[src/sv/gcb_pkg.sv]
`timescale 1ns / 1ps
package gcb_pkg;

    localparam int CORDIC_STAGES = 24;
    localparam int STG_W         = 5;
    localparam int ANG_W         = 36;
    localparam int RV_W          = 36;
    localparam int TRIG_W        = 32;
    localparam int FRAC          = 30;
    localparam int SQRT_STEPS    = 32;
    localparam int SQ_W          = 2 * SQRT_STEPS - 1;
    localparam int NROT          = 5;
    localparam int NVEC          = 2;
    localparam int CFG_W         = 32;
    localparam int CFG_IDX_W     = 2;

    // register stages from request to result
    localparam int LAT     = 43 + 2 * CORDIC_STAGES;
    localparam int DEG_DLY = SQRT_STEPS - 3;

    localparam logic signed [ANG_W-1:0] PI_Q         = ANG_W'(64'sd3373259426);
    localparam logic signed [ANG_W-1:0] HALF_PI_Q    = ANG_W'(64'sd1686629713);
    localparam logic signed [ANG_W-1:0] TWO_PI_Q     = ANG_W'(64'sd6746518852);
    localparam logic signed [ANG_W-1:0] QUARTER_PI_Q = ANG_W'(64'sd843314857);
    localparam logic signed [RV_W-1:0]  GAIN_Q       = RV_W'(64'sd652032874);
    localparam logic [FRAC:0]           ONE_Q        = (FRAC+1)'(1) << FRAC;

    localparam int DEG_HALF  = 180;
    localparam int DEG_FULL  = 360;
    localparam int DEG_SHIFT = 40;
    localparam logic [15:0] DEG_RECIP = 16'((64'd180 << DEG_SHIFT) / 64'd3373259426);

    localparam logic [23:0] RADIUS_RESET = 24'd6371000;

    typedef enum logic [CFG_IDX_W-1:0] {
        CFG_TLAT   = 2'd0,
        CFG_TLON   = 2'd1,
        CFG_RADIUS = 2'd2
    } t_cfg_idx;

    typedef struct packed {
        logic signed [RV_W-1:0]  x;
        logic signed [RV_W-1:0]  y;
        logic signed [ANG_W-1:0] z;
        logic                    flip;
    } t_rot;

    typedef struct packed {
        logic signed [RV_W-1:0]  x;
        logic signed [RV_W-1:0]  y;
        logic signed [ANG_W-1:0] z;
        logic                    zero;
    } t_vec;

    typedef struct packed {
        logic [SQ_W-1:0] v;
        logic [SQ_W-1:0] r;
    } t_sq;

    // atan(2^-i) in Q30 from the power series in Q62, rounded to nearest
    function automatic logic signed [ANG_W-1:0] f_atan_q(input int unsigned i);
        logic [63:0] sum;
        logic [63:0] num;
        logic [63:0] quo;
        logic [63:0] rem;
        int unsigned d;
        int unsigned sh;
        int          k;
        int          b;
        sum = '0;
        if (i == 0) begin
            return QUARTER_PI_Q;
        end
        for (k = 0; k < 32; k++) begin
            d  = 2 * k + 1;
            sh = i * d;
            if (sh <= 62) begin
                num = 64'd1 << (62 - sh);
                quo = '0;
                rem = '0;
                for (b = 63; b >= 0; b--) begin
                    rem = {rem[62:0], num[b]};
                    if (rem >= 64'(d)) begin
                        rem    = rem - 64'(d);
                        quo[b] = 1'b1;
                    end
                end
                sum = k[0] ? sum - quo : sum + quo;
            end
        end
        sum = (sum + (64'd1 << 31)) >> 32;
        return ANG_W'(sum);
    endfunction

    // wrap into [-pi, pi], fold into [-pi/2, pi/2]
    function automatic t_rot f_rot_prep(input logic signed [ANG_W-1:0] a);
        logic signed [ANG_W-1:0] z;
        t_rot                    r;
        z      = a;
        r.flip = 1'b0;
        if (z > PI_Q) begin
            z = z - TWO_PI_Q;
        end else if (z < -PI_Q) begin
            z = z + TWO_PI_Q;
        end
        if (z > HALF_PI_Q) begin
            z      = z - PI_Q;
            r.flip = 1'b1;
        end else if (z < -HALF_PI_Q) begin
            z      = z + PI_Q;
            r.flip = 1'b1;
        end
        r.x = GAIN_Q;
        r.y = '0;
        r.z = z;
        return r;
    endfunction

    // move left half-plane vectors to the right, start angle at +-pi
    function automatic t_vec f_vec_prep(input logic signed [RV_W-1:0] y,
                                        input logic signed [RV_W-1:0] x);
        t_vec r;
        r.zero = (x == '0) && (y == '0);
        if (x < 0) begin
            r.z = (y >= 0) ? PI_Q : -PI_Q;
            r.x = -x;
            r.y = -y;
        end else begin
            r.z = '0;
            r.x = x;
            r.y = y;
        end
        return r;
    endfunction

    function automatic logic signed [TRIG_W-1:0] f_qmul(input logic signed [TRIG_W-1:0] a,
                                                        input logic signed [TRIG_W-1:0] b);
        logic signed [2*TRIG_W-1:0] p;
        p = a * b + ((2*TRIG_W)'(1) <<< (FRAC - 1));
        p = p >>> FRAC;
        return p[TRIG_W-1:0];
    endfunction

endpackage

[src/sv/gcb_rot_cell.sv]
`timescale 1ns / 1ps
module gcb_rot_cell (
    input  logic                             i_clk,
    input  logic [gcb_pkg::STG_W-1:0]        i_stage,
    input  logic signed [gcb_pkg::ANG_W-1:0] i_angle,
    input  gcb_pkg::t_rot                    i_d,
    output gcb_pkg::t_rot                    o_q
);
    import gcb_pkg::*;

    t_rot r_q;
    t_rot n_q;

    // rotate toward zero residual angle
    always_comb begin
        n_q.flip = i_d.flip;
        if (!i_d.z[ANG_W-1]) begin
            n_q.x = i_d.x - (i_d.y >>> i_stage);
            n_q.y = i_d.y + (i_d.x >>> i_stage);
            n_q.z = i_d.z - i_angle;
        end else begin
            n_q.x = i_d.x + (i_d.y >>> i_stage);
            n_q.y = i_d.y - (i_d.x >>> i_stage);
            n_q.z = i_d.z + i_angle;
        end
    end

    always_ff @(posedge i_clk) begin
        r_q <= n_q;
    end

    assign o_q = r_q;
endmodule

[config.mk]
export PLATFORM = sky130hd
export DESIGN_NAME = gcb_rot_cell
export DESIGN_NICKNAME = d
export VERILOG_FILES = /design/src/sv/gcb_pkg.sv /design/src/sv/gcb_rot_cell.sv
export SDC_FILE = /design/constraint.sdc
export NUM_CORES = 1
export LEC_CHECK = 0
export BUFFER_PORTS_ARGS = -buffer_cell sky130_fd_sc_hd__buf_2
export CAP_MARGIN = 10
export CORE_MARGIN = 1.5
export CORE_UTILIZATION = 53
export DETAILED_ROUTE_END_ITERATION = 16
export GPL_ROUTABILITY_DRIVEN = 1
export GPL_TIMING_DRIVEN = 0
export PLACE_DENSITY_LB_ADDON = 0.12
export SYNTH_ARGS = -nofsm -noshare
export SYNTH_HDL_FRONTEND = slang
export SYNTH_SLANG_ARGS = --single-unit
[constraint.sdc]
create_clock -name i_clk -period 5.2 [get_ports i_clk]
set_input_delay 0.26 -clock i_clk [delete_from_list [all_inputs] [get_ports i_clk]]
set_output_delay 0.26 -clock i_clk [all_outputs]
set_load 0.005 [all_outputs]
# Word-level counts from Yosys, hierarchy flattened

Cells that the tools add are included.

$add $sub $neg: 6
Multipliers: 0
Divide/modulo/power cells: 0
Order comparisons: 0
Equality and inequality tests: 0
Shift-type cells: 2
Multiplexer cells: 1
Bitwise gates (word level): 0
Reduce and logical (&&, ||, !) cells: 0

Operator list:

| operator         | count |
|---|---|
| $add A36 B36 Y36 | 3 |
| $mux W108        | 1 |
| $sub A36 B36 Y36 | 3 |
| $sshr A36 B5 Y36 | 2 |

Register bits: 109
Bits in latches: 0
Memory bits (writable): 0
Bits in read-only memories: 0
Input bits: 151
Memories kept: 0

# Logic depth before layout (Yosys ltp)

Depth in word-level cells: 3
Depth in mapped cells: 28
Mapped depth without buffers: 22

# Worst setup path after synthesis

Ideal clock, no wire load.

Path type: input to register
Start point: input port i_stage[4] in the netlist's numbering
End point: register r_q (netlist bit o_q[108])
Library setup time: 120 ps
Arrival: 5354 ps
Setup slack: -274 ps
Stages on the path: 25
Path buffers: 6
Cells stage by stage: buf_2 > clkbuf_1 > clkbuf_1 > clkbuf_1 > clkbuf_1 > clkbuf_1 > a211oi_1 > a31oi_1 > ha_1 > inv_1 > nor4_4 > and3b_1 > nor2_1 > xor2_1 > ha_1 > a21o_1 > a21oi_1 > nor2b_1 > o21ai_0 > a21oi_1 > a211o_1 > a221o_1 > o41ai_1 > o21ai_0 > xnor2_1

RTL lines:

| element                | line               | RTL |
|---|---|---|
| start: declaration     | gcb_rot_cell.sv:4  | `input logic [gcb_pkg::STG_W-1:0] i_stage,` |
| end signal: assignment | gcb_rot_cell.sv:29 | `r_q <= n_q;` |
| end: declaration       | gcb_rot_cell.sv:11 | `t_rot r_q;` |

==> out/results.ini <==
[run_status]
status=finished, violations left
violations=negative setup slack

[clock_tree]
htreeDepth=3
cts_sinks=109
cts_buffer_depth=2
clkTransAtPathRegs_ps=80
numCtsBuffers=9
cts_tree=done
cts.root.buffer_cell=clkbuf_16

[synthesis]
synth-edff-count=0
syn-instance-count=1838
ys.flop_type=dfxtp_1
syn_nets=2101
synth.avg_cell_area_um2=8.32
ys_async_sr_fraction_pct=0
ys_seq_elements=109
synth.cell_area_um2=15300
ys_warn_count=0
yosysSeqAreaShare_pct=14.3
synth_cell_type_count=88

[timing]
worst_slew_pin_slew_ps=1430
setup_viol_count_final=6
drv_slew=0
fmax_mhz=184
rsz0062_at_grt=true
setup_tns_ps=-766
max_slew_margin_pct=4.35
final_hold_viol_count=0
post-route-period-util_pct=105
fin_ws_ps=-240
finalCriticalPeriod_ps=5440

[power]
power_mw=5.46
intPower_mw=3.07
powerDensity_nw_per_um2=279
ir_worst_vdd_mv=0.287
seq_power_share_pct=23.4
p_sw_mw=2.40
leakagePower_nw=8.38
p_sw_share_pct=43.9
p_comb_share_pct=62.0
p_clk_share_pct=14.6

[layout]
post-route-util_pct=68.5
stdcell_count=2592
nets=2466
design_area_um2=19600
n_fill_cell=2193
most-common-layout-cells=252 x buf_2, 189 x nor2_1, 141 x a21oi_1, 109 x dfxtp_1, 108 x buf_4
drive_gt1_share_pct=32.6
mostFrequentLayoutCell=buf_2
largest_reg_flops=109
synthToLayoutAreaGrowth_pct=27.9

[die]
core_area_um2=28500
start_util_pct=53.6
die_area_um2=29900
die_h_um=173
die_w_um=173
num_rows=62
ioPinCount=260

[critical_path]
crit_buf_inv=5
cp_slowest_cell=ha_1
crit_path_end_kind=flip-flop
path_max_fanout=10
path_delay_family=compound AO/OA/AOI/OAI gates
arrival_ps=5690
crit_path_start_kind=primary input
slowest_delay_ps=460
worstPathRequired_ps=5450
crit_type=primary input to flip-flop
path_cells=buf_12 -> buf_12 -> clkinvlp_4 -> buf_6 -> buf_2 -> nor2_1 -> o32ai_4 -> a221o_1 -> nand4_1 -> nor4_4 -> nand2_1 -> nor3_2 -> mux2i_1 -> o21ai_1 -> ha_1 -> o211ai_1 -> a21oi_1 -> a211o_1 -> a221o_1 -> o41ai_4 -> o21ai_2 -> xnor2_1

[routing]
first_pass_iters=11
wl_per_cell_um=30.4
drt-initial-drc-count=3088
vias=19000
drcViolationCount=0
drt_wl_total_um=78800
avgViaCountPerCell=7.31
ant_nets=0

[placed_design]
place_inst=2476
place_congestion=1.08
placed_area_um2=17100
io_buffers=254
post-dp-hpwl_um=57700

[hold_path]
hold_path_class=primary input to flip-flop

[grt]
antenna_found_initial=2
grt_max_degree=18
grt_pass1_vias=17600
grt_pass1_wl_um=111000
grt_overflow_total=0
grtUsageTotal_pct=50.1

[run]
max-cap-violations=0

## power groups by stage
| stage | Sequential, mW | Clock (mW) | Combinational [mW] |
|---|---|---|---|
| 2_1_floorplan | 1.34 | 0 | 1.75 |
| 3_3_place_gp | 1.27 | 0 | 2.78 |
| 3_5_place_dp | 1.29 | 0 | 2.85 |
| 4_1_cts | 1.27 | 0.794 | 3.04 |
| 5_1_grt | 1.30 | 0.823 | 3.54 |
| 6_report | 1.28 | 0.799 | 3.39 |
## per-stage QoR
step	setup WS [ps]	hold slack [ps]
floorplan	-22.5	288
global placement	-2350	363
detailed placement	-2430	369
CTS	-42.8	88.7
global route	-209	97.6
finish	-240	87.1
## metal layers
metal	GRT usage (%)	part of all wire (%)	routed length, um
met5	0.801	0.015	12
met1	58.7	34	27200
met4	33.2	8.7	6840
met2	75.8	42	33100
met3	19.8	15	11700
## cells by family (layout without fill, tap and decap cells)
kind of cell / Yosys count / in the layout / synth area share, %
and+or+nand+nor: 536 / 536 / 17.4
adders and majority gates: 112 / 112 / 9.31
DFF: 109 / 109 / 14.3
xor gates and xnor gates: 181 / 181 / 10.4
muxes: 197 / 197 / 20.6
AOI/OAI and AO/OA: 551 / 551 / 23.5
other: 0 / 1 / 0
buffers and inverters: 152 / 521 / 4.57
## worst paths after layout
| kind | slack [ps] | endpoint | cells past startpoint | startpoint |
|---|---|---|---|---|
| max | -240 | o_q[108] | 22 | i_stage[0] |
| min | 90 | o_q[1] | 2 | i_d[1] |
## timing repair
action,in CTS,in global routing
endpoints found under the setup margin,55,34
pin swaps,27,78
hold buffers,1,0
cloned,0,1
setup buffers,42,62
gates resized for setup,192,165
endpoints found under the hold margin,1,0
## layout make-up
cell class	instances	area [um2]	area share [%]
Timing Repair Buffer	359	2140	10.9
Antenna cell	1	2.50	0.0128
Inverter	57	224	1.14
Multi-Input combinational cell	1577	13300	68.1
Sequential cell	109	2180	11.2
Buffer	90	901	4.60
Clock buffer	10	229	1.17
Tap cell	384	480	2.46
Clock inverter	5	82.6	0.422
## cells in the mapped netlist (11+ instances only)
cell / number / area share [%]
a31oi_1: 27 / 1.1
and3_1: 18 / 0.74
mux2_2: 24 / 1.8
inv_1: 54 / 1.3
nand2b_1: 22 / 0.90
xor2_1: 77 / 4.4
and2_1: 16 / 0.65
nand2_1: 99 / 2.4
o21a_1: 26 / 1.3
a21oi_1: 158 / 5.2
ha_1: 109 / 8.9
nor3_1: 44 / 1.4
nor2_1: 197 / 4.8
o22ai_1: 18 / 0.74
a22oi_1: 14 / 0.69
clkbuf_1: 42 / 1.0
a211oi_1: 27 / 1.3
a221o_1: 12 / 0.79
mux2i_1: 83 / 5.4
mux4_2: 85 / 13
dfxtp_1: 109 / 14
nand3_1: 34 / 1.1
o211ai_1: 13 / 0.64
buf_2: 25 / 0.82
o21ai_0: 103 / 3.4
nor4_1: 11 / 0.45
a21o_1: 46 / 2.3
nor2b_1: 22 / 0.90
xnor2_1: 104 / 6.0
nand4_1: 12 / 0.49
o21bai_1: 12 / 0.59
(Power assumes the default switching activity.)
