===== config.mk =====
export PLATFORM = sky130hd
export DESIGN_NAME = gcb_vec_cell
export DESIGN_NICKNAME = d
export VERILOG_FILES = /design/src/sv/gcb_pkg.sv /design/src/sv/gcb_vec_cell.sv
export SDC_FILE = /design/constraint.sdc
export NUM_CORES = 1
export LEC_CHECK = 0
export BUFFER_PORTS_ARGS = -buffer_cell sky130_fd_sc_hd__buf_2
export CAP_MARGIN = 40
export CORE_ASPECT_RATIO = 1.4
export CORE_MARGIN = 2
export CORE_UTILIZATION = 23
export CTS_CLUSTER_DIAMETER = 150
export DETAILED_ROUTE_END_ITERATION = 10
export MAX_ROUTING_LAYER = met4
export PLACE_DENSITY = 0.43
export SETUP_SLACK_MARGIN = 0.02
export SYNTH_ARGS = -nofsm -noshare
export SYNTH_HDL_FRONTEND = slang
export SYNTH_SLANG_ARGS = --single-unit

===== constraint.sdc =====
create_clock -name i_clk -period 6.7 [get_ports i_clk]
set_clock_uncertainty 0.15 [all_clocks]
set_input_delay 1.34 -clock i_clk [delete_from_list [all_inputs] [get_ports i_clk]]
set_output_delay 1.34 -clock i_clk [all_outputs]
set_load 0.02 [all_outputs]

===== src/sv/gcb_pkg.sv =====
`timescale 1ns / 1ps
package gcb_pkg;

    localparam int CORDIC_STAGES = 24;
    localparam int STG_W         = 5;
    localparam int ANG_W         = 36;
    localparam int RV_W          = 36;
    localparam int TRIG_W        = 32;
    localparam int FRAC          = 30;
    localparam int SQRT_STEPS    = 32;
    localparam int SQ_W          = 2 * SQRT_STEPS - 1;
    localparam int NROT          = 5;
    localparam int NVEC          = 2;
    localparam int CFG_W         = 32;
    localparam int CFG_IDX_W     = 2;

    // register stages from request to result
    localparam int LAT     = 43 + 2 * CORDIC_STAGES;
    localparam int DEG_DLY = SQRT_STEPS - 3;

    localparam logic signed [ANG_W-1:0] PI_Q         = ANG_W'(64'sd3373259426);
    localparam logic signed [ANG_W-1:0] HALF_PI_Q    = ANG_W'(64'sd1686629713);
    localparam logic signed [ANG_W-1:0] TWO_PI_Q     = ANG_W'(64'sd6746518852);
    localparam logic signed [ANG_W-1:0] QUARTER_PI_Q = ANG_W'(64'sd843314857);
    localparam logic signed [RV_W-1:0]  GAIN_Q       = RV_W'(64'sd652032874);
    localparam logic [FRAC:0]           ONE_Q        = (FRAC+1)'(1) << FRAC;

    localparam int DEG_HALF  = 180;
    localparam int DEG_FULL  = 360;
    localparam int DEG_SHIFT = 40;
    localparam logic [15:0] DEG_RECIP = 16'((64'd180 << DEG_SHIFT) / 64'd3373259426);

    localparam logic [23:0] RADIUS_RESET = 24'd6371000;

    typedef enum logic [CFG_IDX_W-1:0] {
        CFG_TLAT   = 2'd0,
        CFG_TLON   = 2'd1,
        CFG_RADIUS = 2'd2
    } t_cfg_idx;

    typedef struct packed {
        logic signed [RV_W-1:0]  x;
        logic signed [RV_W-1:0]  y;
        logic signed [ANG_W-1:0] z;
        logic                    flip;
    } t_rot;

    typedef struct packed {
        logic signed [RV_W-1:0]  x;
        logic signed [RV_W-1:0]  y;
        logic signed [ANG_W-1:0] z;
        logic                    zero;
    } t_vec;

    typedef struct packed {
        logic [SQ_W-1:0] v;
        logic [SQ_W-1:0] r;
    } t_sq;

    // atan(2^-i) in Q30 from the power series in Q62, rounded to nearest
    function automatic logic signed [ANG_W-1:0] f_atan_q(input int unsigned i);
        logic [63:0] sum;
        logic [63:0] num;
        logic [63:0] quo;
        logic [63:0] rem;
        int unsigned d;
        int unsigned sh;
        int          k;
        int          b;
        sum = '0;
        if (i == 0) begin
            return QUARTER_PI_Q;
        end
        for (k = 0; k < 32; k++) begin
            d  = 2 * k + 1;
            sh = i * d;
            if (sh <= 62) begin
                num = 64'd1 << (62 - sh);
                quo = '0;
                rem = '0;
                for (b = 63; b >= 0; b--) begin
                    rem = {rem[62:0], num[b]};
                    if (rem >= 64'(d)) begin
                        rem    = rem - 64'(d);
                        quo[b] = 1'b1;
                    end
                end
                sum = k[0] ? sum - quo : sum + quo;
            end
        end
        sum = (sum + (64'd1 << 31)) >> 32;
        return ANG_W'(sum);
    endfunction

    // wrap into [-pi, pi], fold into [-pi/2, pi/2]
    function automatic t_rot f_rot_prep(input logic signed [ANG_W-1:0] a);
        logic signed [ANG_W-1:0] z;
        t_rot                    r;
        z      = a;
        r.flip = 1'b0;
        if (z > PI_Q) begin
            z = z - TWO_PI_Q;
        end else if (z < -PI_Q) begin
            z = z + TWO_PI_Q;
        end
        if (z > HALF_PI_Q) begin
            z      = z - PI_Q;
            r.flip = 1'b1;
        end else if (z < -HALF_PI_Q) begin
            z      = z + PI_Q;
            r.flip = 1'b1;
        end
        r.x = GAIN_Q;
        r.y = '0;
        r.z = z;
        return r;
    endfunction

    // move left half-plane vectors to the right, start angle at +-pi
    function automatic t_vec f_vec_prep(input logic signed [RV_W-1:0] y,
                                        input logic signed [RV_W-1:0] x);
        t_vec r;
        r.zero = (x == '0) && (y == '0);
        if (x < 0) begin
            r.z = (y >= 0) ? PI_Q : -PI_Q;
            r.x = -x;
            r.y = -y;
        end else begin
            r.z = '0;
            r.x = x;
            r.y = y;
        end
        return r;
    endfunction

    function automatic logic signed [TRIG_W-1:0] f_qmul(input logic signed [TRIG_W-1:0] a,
                                                        input logic signed [TRIG_W-1:0] b);
        logic signed [2*TRIG_W-1:0] p;
        p = a * b + ((2*TRIG_W)'(1) <<< (FRAC - 1));
        p = p >>> FRAC;
        return p[TRIG_W-1:0];
    endfunction

endpackage


===== src/sv/gcb_vec_cell.sv =====
`timescale 1ns / 1ps
module gcb_vec_cell (
    input  logic                             i_clk,
    input  logic [gcb_pkg::STG_W-1:0]        i_stage,
    input  logic signed [gcb_pkg::ANG_W-1:0] i_angle,
    input  gcb_pkg::t_vec                    i_d,
    output gcb_pkg::t_vec                    o_q
);
    import gcb_pkg::*;

    t_vec r_q;
    t_vec n_q;

    // drive y toward zero, accumulate the angle
    always_comb begin
        n_q.zero = i_d.zero;
        if (i_d.y[RV_W-1]) begin
            n_q.x = i_d.x - (i_d.y >>> i_stage);
            n_q.y = i_d.y + (i_d.x >>> i_stage);
            n_q.z = i_d.z - i_angle;
        end else begin
            n_q.x = i_d.x + (i_d.y >>> i_stage);
            n_q.y = i_d.y - (i_d.x >>> i_stage);
            n_q.z = i_d.z + i_angle;
        end
    end

    always_ff @(posedge i_clk) begin
        r_q <= n_q;
    end

    assign o_q = r_q;
endmodule


# After elaboration in Yosys (flattened, before gate mapping)
# Index checks and enable logic that the tools add are counted.
# op_classes
add_sub_neg	6
n_shift	2
mux	1
# op_table
operator	n
$add A36 B36 Y36	3
$mux W108	1
$sub A36 B36 Y36	3
$sshr A36 B5 Y36	2
# word_totals
regBits	109
in_bits	151
out_inout_bits	109
word_cells	13

# Longest topological paths before layout
# logic_depth
word_depth	3
ltp_mapped	31
depth_no_buf	26

# Least setup slack after synthesis
# No wires, ideal clock.
# synth_path
path_type	input to register
startpoint	input port i_stage[4] (netlist name)
endpoint	register r_q, in the netlist o_q[108]
t_arrival_ns	6.788
required_ns	6.429
slack_ns	-0.359
stages	30
cell_sequence	clkbuf_1 > buf_2 > buf_1 > buf_2 > buf_1 > buf_2 > buf_6 > clkbuf_1 > nor2_1 > nor2_1 > ha_1 > nand3_1 > nor3b_2 > nand2_1 > mux2i_1 > nor2_1 > a31oi_1 > o21ai_0 > ha_1 > a21oi_1 > nor2_1 > a2111oi_0 > nor2_1 > nor4_1 > a21oi_1 > a221o_1 > a21oi_1 > o21ai_0 > a31oi_1 > xnor2_1
# synth_rtl
element	line	text
start, declared	gcb_vec_cell.sv:4	input logic [gcb_pkg::STG_W-1:0] i_stage,
end signal, assigned	gcb_vec_cell.sv:29	r_q <= n_q;
end, declared	gcb_vec_cell.sv:11	t_vec r_q;

==> results.toml <==
[routing]
num_vias = 17750
route.detailed.vias_per_inst = 5.131
totalWireLength_um = 79980
detailedRoute.firstPassIterationCount = 6
drt-wirelength-per-cell_um = 23.12
drc_errors = 0
drt_first_iter_violations = 1022
drt.antenna.violating_nets = 0

[clocking]
clk_path_buf_depth = 2
tritoncts = "built"
cts-buffers-inserted = 9
worst_setup_hold_path_clk_slew_ns = 0.08
cts_num_sinks = 109
post_cts_hold_buffer_count = 0
cts.htree.levels = 3
cts_root_buffer = "sky130_fd_sc_hd__clkbuf_16"

[floorplanning]
core_region_area_um2 = 67720
die_h_um = 312.9
design.die.area_um2 = 70290
boundaryPins = 260
horizontal_die_dimension_um = 224.6
placementRows = 113
initial_core_util = 0.2315

[synthesis]
ys_top_cells_by_area = "sky130_fd_sc_hd__mux4_2, sky130_fd_sc_hd__dfxtp_1, sky130_fd_sc_hd__ha_1"
ys_top_cells_by_count = "sky130_fd_sc_hd__nor2_1, sky130_fd_sc_hd__a21oi_1, sky130_fd_sc_hd__xnor2_1, sky130_fd_sc_hd__nand2_1"
synthSimpleGateAreaFrac = 0.1737
synth_sequential_area_ratio = 0.1392
synth.largest_area_cell = "sky130_fd_sc_hd__mux4_2"
mappedNetlistNets = 2060
ys.warnings.count = 0
yosys-mux-area-fraction = 0.2136
xor_xnor_fraction_of_synth_area = 0.1048
ys_async_sr_fraction = 0
synth_top_family_by_area = "compound AO/OA/AOI/OAI gates"
netlist_area_um2 = 15680
synth_compound_area_frac = 0.2220
synth.most_common_cell = "sky130_fd_sc_hd__nor2_1"
postSynthAreaPerCell_um2 = 8.724
yosys.area_share.adder = 0.09083
postSynth.topFlopCell = "sky130_fd_sc_hd__dfxtp_1"
ys_ff_latch = 109
netlist_instances = 1797
area_share_of_the_largest_cell_type_after_synthesis = 0.1394
yosys.cell_types.count = 94
post_synth_edffs = 0

[placement]
dp_hpwl_um = 68090
routabilityCongestion = 0.9499
placed_cell_area_um2 = 22060
place.port_buffers = 259

[sta]
finalSetupTns_ns = 0
post-route-period-util = 0.9731
slew_headroom = 0.4918
worstMarginPinSlew_ns = 0.7577
post-route-min-period_ns = 6.520
setup_viol = 0
maxSlewViolCount = 0
rsz0062_at_grt = "true"
fin_worst_hold_slack_ns = 0.9040
report.final.hold_viol_count = 0
timing.fmax_mhz = 153.4

[setup_path]
worst_setup_path_end_kind = "flop"
source_of_the_critical_timing_path = "i_stage[1]"
critPathKind = "in2reg"
critPathMaxStageDelay_ns = 0.51
arrival_ns = 6.70
critPathRequiredTime_ns = 6.88
cpMostUsedCell = "sky130_fd_sc_hd__buf_4"
start_kind = "input port"
slowest_cell_on_the_critical_path = "sky130_fd_sc_hd__mux4_2"
critical_path_peak_fanout = 7

[global_route]
grt_pass1_vias = 18280
grt_antenna_before_repair = 0
grt.total_usage = 0.2315
gr-total-overflow = 0
grt_start_max_net_pins = 60
grt_first_pass_wirelength_um = 117600

[run]
max-cap-violations = 0

[cells_and_area]
syn2layout_area_growth_pct = 45.43
largest_register_ff_count = 109
insertedDiodeCount = 0
fin_area_um2 = 22800
drive_above_1_share = 0.4228
fillerInstances = 7116
layout.nets = 2855

[power_and_ir_drop]
pwr_density_cell_nw_per_um2 = 204.5
power_leakage_nw = 10.42
peak_supply_drop_uv = 131.5

[min_path]
hold-path-cell-count = 1
worst_hold_start = "i_d[0]"
holdCritPathClass = "in2reg"

[run_status]
status = "finished clean"
## layout make-up
cell class              instances  area [um2]  share of cell area
multi-input cells            1542       12860              0.5643
clock buffers                  10       229.0             0.01004
inverters                      51       191.4            0.008397
repair buffers                879        6196              0.2718
clock inverters                 6       56.30            0.002470
well taps                     862        1079             0.04731
flip-flops and latches        109        2182             0.09571
## cells by family after synthesis
| family | Yosys count |
|---|---|
| AND/OR/NAND/NOR | 528 |
| AO/OA/AOI/OAI | 525 |
| multiplexers | 191 |
| XOR/XNOR | 186 |
| buffers and inverters | 146 |
| adder cells (fa/ha/maj) | 112 |
| flip-flops | 109 |
## metal layers
| metal | vias up | GRT usage | wire length, um | part of all wire |
|---|---|---|---|---|
| li1 | 8397 | - | - | - |
| met1 | 8637 | 0.2573 | 31300 | 0.39 |
| met2 | 577 | 0.4202 | 41620 | 0.52 |
| met3 | 137 | 0.02840 | 3712 | 0.046 |
| met4 | 0 | 0.08745 | 3345 | 0.042 |
| met5 | - | - | 0 | 0 |
## layout by cell type (no fill, tap or decap), types with 10 or more instances in the layout
cell                          n
sky130_fd_sc_hd__a22oi_1     12
sky130_fd_sc_hd__a21o_1      55
sky130_fd_sc_hd__a31oi_1     20
sky130_fd_sc_hd__a21oi_1    147
sky130_fd_sc_hd__mux4_2      97
sky130_fd_sc_hd__xnor2_1    137
sky130_fd_sc_hd__clkbuf_16   10
sky130_fd_sc_hd__nand2b_1    33
sky130_fd_sc_hd__buf_4      600
sky130_fd_sc_hd__xor2_1      48
sky130_fd_sc_hd__a211oi_1    16
sky130_fd_sc_hd__o21a_1      17
sky130_fd_sc_hd__o211ai_1    12
sky130_fd_sc_hd__o21bai_1    14
sky130_fd_sc_hd__nor2_1     155
sky130_fd_sc_hd__nor3_1      26
sky130_fd_sc_hd__o21ai_0     77
sky130_fd_sc_hd__nand3_1     34
sky130_fd_sc_hd__and3_1      19
sky130_fd_sc_hd__mux2_2      24
sky130_fd_sc_hd__dfxtp_1    109
sky130_fd_sc_hd__o22ai_1     26
sky130_fd_sc_hd__inv_1       49
sky130_fd_sc_hd__nor2b_1     20
sky130_fd_sc_hd__ha_1       109
sky130_fd_sc_hd__buf_2      254
sky130_fd_sc_hd__nand2_1    124
sky130_fd_sc_hd__or3_1       13
sky130_fd_sc_hd__mux2i_1     53
sky130_fd_sc_hd__buf_12      12
sky130_fd_sc_hd__and2_1      28
## worst max-delay path: cells and delay by family
family	cells	cell delay, ns
buffers and inverters	5	0.73
XOR/XNOR	1	0.14
multiplexers	2	0.83
AO/OA/AOI/OAI	9	2.17
AND/OR/NAND/NOR	8	1.13
adder cells (fa/ha/maj)	1	0.33
## timing repair
| action | 4_1_cts | 5_1_grt |
|---|---|---|
| setup endpoints to repair | 12 | 17 |
| gates cloned | 0 | 1 |
| pin swaps | 3 | 34 |
| resized for setup | 17 | 56 |
| buffers inserted | 3 | 12 |
## report_power, final
group | internal [mW] | total [mW] | leakage [nW] | switching, mW
clock network | 0.260 | 0.561 | 0.141 | 0.301
logic | 1.43 | 3.13 | 9.36 | 1.70
registers | 0.911 | 0.977 | 0.920 | 0.0653
## final timing paths
check                 slack (ns)              end
worst max-delay path        0.18  o_q[71]$_DFF_P_
worst min-delay path        0.90   o_q[0]$_DFF_P_
## metrics by stage
step	setup WS [ns]	std cells	utilization	power (mW)
after floorplan	0.02177	1797	-	2.682
after global placement	-0.6512	3427	0.3257	4.051
after detailed placement	-0.6975	3427	0.3257	4.056
after CTS	-0.002055	3446	0.3316	4.675
after global routing	-0.04762	3459	0.3366	4.985
final	0.1803	3459	0.3366	4.663
Power figures use the tool's default switching activity.
